`src/hdl/apgt_pkg.sv`:
```
package apgt_pkg;

    localparam int SAMPLE_BITS = 16;
    localparam int FIELD_W     = 16;
    localparam int DIFF_W      = FIELD_W + 1;
    localparam int RAD_W       = 2 * FIELD_W;
    localparam int REM_W       = FIELD_W + 1;
    localparam int ROOT_STEPS  = RAD_W / 2;
    localparam int CNT_W       = $clog2(ROOT_STEPS);

    localparam logic signed [DIFF_W-1:0] SAT_HI = DIFF_W'((2 ** (SAMPLE_BITS - 1)) - 1);
    localparam logic signed [DIFF_W-1:0] SAT_LO = -SAT_HI - DIFF_W'(1);

    localparam logic [FIELD_W-1:0] MAG_MAX = FIELD_W'(46341);

    localparam logic [1:0] ACT_SAMPLE = 2'd0;
    localparam logic [1:0] ACT_CLEAR  = 2'd1;
    localparam logic [1:0] ACT_SEED   = 2'd2;

    localparam int CFG_IDX_W = 1;
    localparam logic [CFG_IDX_W-1:0] REG_OFFSET_LATERAL      = 1'd0;
    localparam logic [CFG_IDX_W-1:0] REG_OFFSET_LONGITUDINAL = 1'd1;

    typedef struct packed {
        logic [1:0]                action;
        logic signed [FIELD_W-1:0] lateral_sample;
        logic signed [FIELD_W-1:0] longitudinal_sample;
        logic [FIELD_W-1:0]        seed_left;
        logic [FIELD_W-1:0]        seed_right;
        logic [FIELD_W-1:0]        seed_forward;
        logic [FIELD_W-1:0]        seed_brake;
    } t_in_item;

    typedef struct packed {
        logic signed [FIELD_W-1:0] lateral_g;
        logic signed [FIELD_W-1:0] longitudinal_g;
        logic [FIELD_W-1:0]        magnitude_g;
        logic [FIELD_W-1:0]        peak_left;
        logic [FIELD_W-1:0]        peak_right;
        logic [FIELD_W-1:0]        peak_forward;
        logic [FIELD_W-1:0]        peak_brake;
    } t_out_item;

    typedef enum logic [4:0] {
        S_IDLE    = 5'b00001,
        S_MUL_LAT = 5'b00010,
        S_MUL_LON = 5'b00100,
        S_ROOT    = 5'b01000,
        S_DONE    = 5'b10000
    } t_state;

endpackage

```
`src/hdl/accel_peak_g_tracker.sv`:
```
// Two-axis peak-hold g meter.
// Input channel (i_in_valid / o_in_stall, payload i_in_data): one transfer per
// action: new sample, clear peaks or seed peaks. Action code 3 changes nothing.
// Output channel (o_out_valid / i_out_stall, payload o_out_data): exactly one
// transfer per input item, carrying the last corrected sample, its magnitude
// and the four held peaks after the action.
// Config channel (i_cfg_valid / o_cfg_ready): offset registers, always ready;
// write only while the block is idle.
// Steps: a sample has its two squares formed on the shared multiplier, then
// goes through the two-bits-per-cycle square root and is committed. Clear,
// seed and ignored actions go straight to the commit. o_in_stall is high from
// input transfer until the result is committed, so a new item is taken only
// after the last one has been committed.
// A result waiting under i_out_stall does not block the next input transfer;
// the commit of that next item waits until the pending result is taken.
// Reset (i_rst_n low, synchronous) zeroes offsets, last values and peaks and
// drops any item in flight.
module accel_peak_g_tracker (
    input  logic                i_clk,
    input  logic                i_rst_n,
    input  logic                i_in_valid,
    output logic                o_in_stall,
    input  apgt_pkg::t_in_item  i_in_data,
    output logic                o_out_valid,
    input  logic                i_out_stall,
    output apgt_pkg::t_out_item o_out_data,
    input  logic                i_cfg_valid,
    output logic                o_cfg_ready,
    input  logic [apgt_pkg::CFG_IDX_W-1:0] i_cfg_index,
    input  logic [apgt_pkg::FIELD_W-1:0]   i_cfg_data
);

    localparam int W = apgt_pkg::FIELD_W;

    apgt_pkg::t_state r_state, n_state;

    logic signed [W-1:0] r_off_lat, r_off_lon;
    logic signed [W-1:0] r_last_lat, n_last_lat, r_last_lon, n_last_lon;
    logic [W-1:0] r_last_mag, n_last_mag;
    logic [W-1:0] r_hold_left, n_hold_left, r_hold_right, n_hold_right;
    logic [W-1:0] r_hold_fwd, n_hold_fwd, r_hold_brake, n_hold_brake;
    logic r_out_valid, n_out_valid;

    apgt_pkg::t_in_item r_item;
    logic signed [W-1:0] r_lat, r_lon;
    logic [W-1:0] r_abs_lat, r_abs_lon;
    logic [apgt_pkg::RAD_W-1:0] r_rad, n_rad;
    logic [apgt_pkg::REM_W-1:0] r_rem, n_rem;
    logic [W-1:0] r_root, n_root;
    logic [apgt_pkg::CNT_W-1:0] r_cnt, n_cnt;

    logic in_xfer, out_free;
    logic signed [apgt_pkg::DIFF_W-1:0] diff_lat, diff_lon;
    logic signed [W-1:0] sat_lat, sat_lon;
    logic [W-1:0] mul_a;
    logic [apgt_pkg::RAD_W-1:0] mul_p;
    logic [apgt_pkg::REM_W+1:0] rem_sh, trial, rem_sub;

    function automatic logic signed [W-1:0] sat_fn(input logic signed [apgt_pkg::DIFF_W-1:0] v);
        logic signed [W-1:0] res;
        if (v > apgt_pkg::SAT_HI) begin
            res = W'(apgt_pkg::SAT_HI);
        end else if (v < apgt_pkg::SAT_LO) begin
            res = W'(apgt_pkg::SAT_LO);
        end else begin
            res = W'(v);
        end
        return res;
    endfunction

    function automatic logic [W-1:0] abs_fn(input logic signed [W-1:0] v);
        return v[W-1] ? W'(-v) : W'(v);
    endfunction

    function automatic logic [W-1:0] max_fn(input logic [W-1:0] a, input logic [W-1:0] b);
        return (b > a) ? b : a;
    endfunction

    assign in_xfer     = i_in_valid && !o_in_stall;
    assign out_free    = !r_out_valid || !i_out_stall;
    assign o_in_stall  = (r_state != apgt_pkg::S_IDLE);
    assign o_cfg_ready = 1'b1;
    assign o_out_valid = r_out_valid;

    assign o_out_data.lateral_g      = r_last_lat;
    assign o_out_data.longitudinal_g = r_last_lon;
    assign o_out_data.magnitude_g    = r_last_mag;
    assign o_out_data.peak_left      = r_hold_left;
    assign o_out_data.peak_right     = r_hold_right;
    assign o_out_data.peak_forward   = r_hold_fwd;
    assign o_out_data.peak_brake     = r_hold_brake;

    assign diff_lat = $signed({i_in_data.lateral_sample[W-1], i_in_data.lateral_sample})
                    - $signed({r_off_lat[W-1], r_off_lat});
    assign diff_lon = $signed({i_in_data.longitudinal_sample[W-1],
                               i_in_data.longitudinal_sample})
                    - $signed({r_off_lon[W-1], r_off_lon});
    assign sat_lat = sat_fn(diff_lat);
    assign sat_lon = sat_fn(diff_lon);

    // shared multiplier
    assign mul_a = r_state[1] ? r_abs_lat : r_abs_lon;
    assign mul_p = apgt_pkg::RAD_W'(mul_a) * apgt_pkg::RAD_W'(mul_a);

    // one root digit per cycle
    assign rem_sh  = {r_rem, r_rad[apgt_pkg::RAD_W-1 -: 2]};
    assign trial   = {1'b0, r_root, 2'b01};
    assign rem_sub = rem_sh - trial;

    always_comb begin
        n_state      = r_state;
        n_rad        = r_rad;
        n_rem        = r_rem;
        n_root       = r_root;
        n_cnt        = r_cnt;
        n_out_valid  = r_out_valid && i_out_stall;
        n_last_lat   = r_last_lat;
        n_last_lon   = r_last_lon;
        n_last_mag   = r_last_mag;
        n_hold_left  = r_hold_left;
        n_hold_right = r_hold_right;
        n_hold_fwd   = r_hold_fwd;
        n_hold_brake = r_hold_brake;
        case (r_state)
            apgt_pkg::S_IDLE: begin
                if (in_xfer) begin
                    n_state = (i_in_data.action == apgt_pkg::ACT_SAMPLE)
                            ? apgt_pkg::S_MUL_LAT : apgt_pkg::S_DONE;
                end
            end
            apgt_pkg::S_MUL_LAT: begin
                n_rad   = mul_p;
                n_state = apgt_pkg::S_MUL_LON;
            end
            apgt_pkg::S_MUL_LON: begin
                n_rad   = r_rad + mul_p;
                n_rem   = '0;
                n_root  = '0;
                n_cnt   = apgt_pkg::CNT_W'(apgt_pkg::ROOT_STEPS - 1);
                n_state = apgt_pkg::S_ROOT;
            end
            apgt_pkg::S_ROOT: begin
                n_rad = {r_rad[apgt_pkg::RAD_W-3:0], 2'b00};
                if (!rem_sub[apgt_pkg::REM_W+1]) begin
                    n_rem  = rem_sub[apgt_pkg::REM_W-1:0];
                    n_root = {r_root[W-2:0], 1'b1};
                end else begin
                    n_rem  = rem_sh[apgt_pkg::REM_W-1:0];
                    n_root = {r_root[W-2:0], 1'b0};
                end
                n_cnt = r_cnt - 1'b1;
                if (r_cnt == '0) begin
                    n_state = apgt_pkg::S_DONE;
                end
            end
            apgt_pkg::S_DONE: begin
                if (out_free) begin
                    n_out_valid = 1'b1;
                    n_state     = apgt_pkg::S_IDLE;
                    case (r_item.action)
                        apgt_pkg::ACT_SAMPLE: begin
                            n_last_lat = r_lat;
                            n_last_lon = r_lon;
                            n_last_mag = r_root;
                            if (r_lat[W-1]) begin
                                n_hold_left = max_fn(r_hold_left, r_abs_lat);
                            end else begin
                                n_hold_right = max_fn(r_hold_right, r_abs_lat);
                            end
                            if (!r_lon[W-1] && (r_lon != '0)) begin
                                n_hold_fwd = max_fn(r_hold_fwd, r_abs_lon);
                            end else begin
                                n_hold_brake = max_fn(r_hold_brake, r_abs_lon);
                            end
                        end
                        apgt_pkg::ACT_CLEAR: begin
                            n_hold_left  = '0;
                            n_hold_right = '0;
                            n_hold_fwd   = '0;
                            n_hold_brake = '0;
                        end
                        apgt_pkg::ACT_SEED: begin
                            n_hold_left  = max_fn(r_hold_left, r_item.seed_left);
                            n_hold_right = max_fn(r_hold_right, r_item.seed_right);
                            n_hold_fwd   = max_fn(r_hold_fwd, r_item.seed_forward);
                            n_hold_brake = max_fn(r_hold_brake, r_item.seed_brake);
                        end
                        default: begin
                        end
                    endcase
                end
            end
            default: begin
                n_state = apgt_pkg::S_IDLE;
            end
        endcase
    end

    always_ff @(posedge i_clk) begin
        if (!i_rst_n) begin
            r_state      <= apgt_pkg::S_IDLE;
            r_out_valid  <= 1'b0;
            r_off_lat    <= '0;
            r_off_lon    <= '0;
            r_last_lat   <= '0;
            r_last_lon   <= '0;
            r_last_mag   <= '0;
            r_hold_left  <= '0;
            r_hold_right <= '0;
            r_hold_fwd   <= '0;
            r_hold_brake <= '0;
        end else begin
            r_state      <= n_state;
            r_out_valid  <= n_out_valid;
            r_last_lat   <= n_last_lat;
            r_last_lon   <= n_last_lon;
            r_last_mag   <= n_last_mag;
            r_hold_left  <= n_hold_left;
            r_hold_right <= n_hold_right;
            r_hold_fwd   <= n_hold_fwd;
            r_hold_brake <= n_hold_brake;
            if (i_cfg_valid && o_cfg_ready) begin
                if (i_cfg_index == apgt_pkg::REG_OFFSET_LATERAL) begin
                    r_off_lat <= i_cfg_data;
                end
                if (i_cfg_index == apgt_pkg::REG_OFFSET_LONGITUDINAL) begin
                    r_off_lon <= i_cfg_data;
                end
            end
        end
    end

    always_ff @(posedge i_clk) begin
        r_rad  <= n_rad;
        r_rem  <= n_rem;
        r_root <= n_root;
        r_cnt  <= n_cnt;
        if (in_xfer) begin
            r_item    <= i_in_data;
            r_lat     <= sat_lat;
            r_lon     <= sat_lon;
            r_abs_lat <= abs_fn(sat_lat);
            r_abs_lon <= abs_fn(sat_lon);
        end
    end

endmodule

```
`config.mk`:
```
export PLATFORM = sky130hd
export DESIGN_NAME = accel_peak_g_tracker
export DESIGN_NICKNAME = d
export VERILOG_FILES = /design/src/hdl/apgt_pkg.sv /design/src/hdl/accel_peak_g_tracker.sv
export SDC_FILE = /design/constraint.sdc
export NUM_CORES = 1
export LEC_CHECK = 0
export ABC_AREA = 1
export BUFFER_PORTS_ARGS = -buffer_cell sky130_fd_sc_hd__buf_4
export CORE_UTILIZATION = 45
export CTS_BUF_LIST = sky130_fd_sc_hd__clkbuf_8
export CTS_CLUSTER_SIZE = 8
export DETAILED_ROUTE_END_ITERATION = 16
export HOLD_SLACK_MARGIN = 0.03
export PLACE_DENSITY = 0.63
export SLEW_MARGIN = 20
export SYNTH_ARGS = -nofsm -noshare
export SYNTH_HDL_FRONTEND = slang
export SYNTH_SLANG_ARGS = --single-unit
```
`constraint.sdc`:
```
create_clock -name i_clk -period 9.6 [get_ports i_clk]
set_input_delay 0.48 -clock i_clk [delete_from_list [all_inputs] [get_ports i_clk]]
set_output_delay 0.48 -clock i_clk [all_outputs]
set_load 0.01 [all_outputs]
```
==> results.py <==
metrics = {
    "timing": {
        "clock_skew_ns": 0.0444,
        "setup_tns_ns": 0,
        "relSlewSlack_pct": 31.0,
        "worstMarginPinSlew_ns": 1.03,
        "fin_crit_sh_pct": 90.9,
        "rsz0062_at_grt": "false",
        "hold_violations": 0,
        "fmax_ghz": 0.115,
        "slew_violations": 0,
        "setup_viol": 0,
        "fin_crit_ns": 8.73,
    },
    "detailed_routing": {
        "ant_nets": 0,
        "via_per_inst": 5.11,
        "vias": 24800,
        "drt_iter0_drc": 1699,
        "routedWlPerCell_um": 16.9,
        "dr.pass1.iters": 5,
        "wl_um": 81700,
        "drc": 0,
    },
    "yosys": {
        "synth_top_family_by_area": "adder cells",
        "synth-simple-area-share_pct": 20.2,
        "synth_fa_ha_area_share_pct": 24.9,
        "synth_most_common_cell": "nand2_1",
        "synthArstFlopShare_pct": 0,
        "syn-num-nets": 4244,
        "synth-compound-area-share_pct": 11.9,
        "muxShareOfSynthArea_pct": 0,
        "ys_seq_area_share_pct": 30.9,
        "avgSynthCellArea_um2": 7.90,
        "syn_area_mm2": 0.0288,
        "synth-edff-count": 197,
        "yosysWarnings": 0,
        "yosys.area.top_type": "edfxtp_1",
        "ys_types": 57,
        "synth_flop_cell": "edfxtp_1",
        "ys_top_cells_by_area": "edfxtp_1 (21%), ha_1 (14%), fa_1 (11%)",
        "yosys-top-cells-count": "nand2_1 (692), inv_1 (592), nor2_1 (394)",
        "synth-seq-cells": 347,
        "synth-xor-area-share_pct": 2.72,
        "synth_cells": 3649,
        "netlist.area_leader.share_pct": 20.5,
    },
    "clock_network": {
        "cts_max_level": 3,
        "clock_tree.root_cell": "clkbuf_8",
        "numCtsBuffers": 66,
        "clkTransAtPathRegs_ns": 0.06,
        "clockBufferDepth": 3,
        "cts_tree": "done",
        "clock_latency_ns": 0.67,
        "cts_sinks": 347,
    },
    "floorplan": {
        "num_io_pins": 235,
        "rows": 92,
        "floorplan.initialDensity_pct": 45.6,
        "die-area_mm2": 0.0651,
        "die_x_um": 255,
        "core_area_mm2": 0.0632,
        "die_h_um": 255,
    },
    "worst_setup_path": {
        "worstPathRequired_ns": 10.01,
        "r2r-start": "r_state[1]",
        "cp_max_fo": 18,
        "cpMostUsedCell": "nand2_1",
        "cpMaxStageDelayCell": "dfxtp_1",
        "cpPeakStageDelay_ns": 0.75,
        "crit_end": "r_rad[27]",
        "crit_arrival_ns": 9.14,
        "crit_start": "r_state[1]",
        "crit_path_end_kind": "register",
        "worstSetupPathType": "register to register",
        "crit_path_start_kind": "register",
        "rrSetupSlack_ns": 0.87,
        "rr_endpoint": "r_rad[27]",
        "rr_worst_depth": 36,
    },
    "cells_and_area": {
        "area_delta_synth_final_pct": 16.0,
        "top_regs": "r_item x66, r_rad x32, r_rem x17",
        "nFillCells": 6054,
        "drive_gt1_share_pct": 10.4,
        "nets": 4534,
        "top_register": "r_item",
        "final_core_util_pct": 52.9,
        "largest_reg_flops": 66,
        "multi_input_comb_area_mm2": 0.0173,
        "seqCellArea_mm2": 0.00892,
    },
    "flow_run": {
        "drv_cap": 0,
    },
    "global_route": {
        "antenna_found_initial": 2,
        "overflow": 0,
        "grt_util_met1_pct": 33.5,
        "met3_usage_pct": 3.83,
        "grt_use_total_pct": 25.4,
        "grt_pass1_wl_um": 129000,
        "grt_max_degree": 127,
        "first_global_vias": 24200,
        "gr-usage-met2_pct": 41.5,
        "busiest_layer": "met2",
    },
    "place": {
        "hpwl_um": 63800,
        "gp_congestion": 0.967,
        "port_buffers": 233,
    },
    "worst_hold_path": {
        "hold_path.class": "primary input to register",
    },
    "status": {
        "status": "finished clean",
    },
}
[layout make-up]
| cell class | count | area share (%) |
|---|---|---|
| Clock inverter | 44 | 0.718 |
| Timing Repair Buffer | 325 | 7.80 |
| Inverter | 605 | 6.80 |
| Antenna cell | 2 | 0.0150 |
| Multi-Input combinational cell | 2594 | 51.7 |
| Sequential cell | 347 | 26.7 |
| Tap cell | 846 | 3.16 |
| Clock buffer | 77 | 3.17 |
[worst max-delay path, delay by kind of cell (launching register included)]
kind / cells / cell delay, ns
DFF: 1 / 0.75
and+or+nand+nor: 13 / 1.69
adders and majority gates: 8 / 3.92
buffers and inverters: 8 / 1.05
AOI/OAI and AO/OA: 7 / 1.07
[placed cells by master (no fill, tap or decap), types with 4 or more instances in the layout]
master / Yosys / layout
ha_1: 312 / 310
o21bai_1: 16 / 16
o211ai_1: 9 / 9
a22oi_1: 4 / 4
o21ai_0: 239 / 239
nor2_1: 394 / 391
and2_1: 4 / 4
o21a_1: 9 / 9
dlygate4sd3_1: 0 / 66
a31oi_1: 13 / 13
a21o_1: 15 / 15
clkinv_2: 0 / 7
xnor2_1: 35 / 35
or2_2: 7 / 7
nand4_1: 33 / 33
xor2_1: 52 / 52
o221ai_1: 7 / 7
edfxtp_1: 197 / 197
a31o_2: 5 / 5
a21oi_1: 264 / 264
nor3_1: 30 / 30
inv_2: 6 / 7
buf_4: 2 / 258
a211oi_1: 13 / 13
nor2_2: 4 / 4
fa_1: 163 / 163
clkbuf_8: 0 / 77
clkinv_1: 6 / 16
nor4_1: 11 / 11
nand3_2: 4 / 8
dfxtp_1: 150 / 150
o21ai_1: 15 / 15
nand2_1: 692 / 692
nand2_2: 19 / 19
inv_1: 592 / 611
nand3_1: 191 / 187
o22ai_1: 4 / 4
[cell families after synthesis]
kind of cell / Yosys count
and+or+nand+nor: 1401
other: 1
adders and majority gates: 475
xor gates and xnor gates: 88
DFF: 347
buffers and inverters: 708
AOI/OAI and AO/OA: 629
[worst min-delay path by stage]
stage,start,to,slack (ns),cells after the start
floorplan,r_off_lat[10],r_off_lat[10],0.43,2
global placement,r_off_lon[15],r_off_lon[15],0.45,2
detailed placement,r_off_lon[3],r_off_lon[3],0.45,2
CTS,i_cfg_data[0],r_off_lat[0],0.04,3
global route,i_cfg_data[0],r_off_lat[0],0.11,3
finish,i_cfg_data[0],r_off_lat[0],0.09,3
[through the flow]
stage	instances	cell area (µm²)	setup slack (ns)	hold WS, ns
6_report	4840	33400	0.872	0.0901
5_1_grt	4840	33400	0.0905	0.107
3_5_place_dp	4651	31500	0.642	0.451
3_3_place_gp	4651	31500	0.804	0.449
2_1_floorplan	3649	28800	1.60	0.433
4_1_cts	4838	33400	0.633	0.0367
[routing by layer]
metal	up-vias	share of wire [%]
met5	-	0
met4	0	3.9
met3	179	6.0
met2	700	46
met1	11400	44
li1	12500	-
[repair_timing]
action,CTS,global route
hold endpoints to repair,66,0
buffers inserted,0,0
gates resized for setup,0,1
endpoints found under the setup margin,0,4
hold buffers,66,0
Power is not shown: default switching activity piles up to over one toggle a cycle in this logic, so the estimate is an artifact.
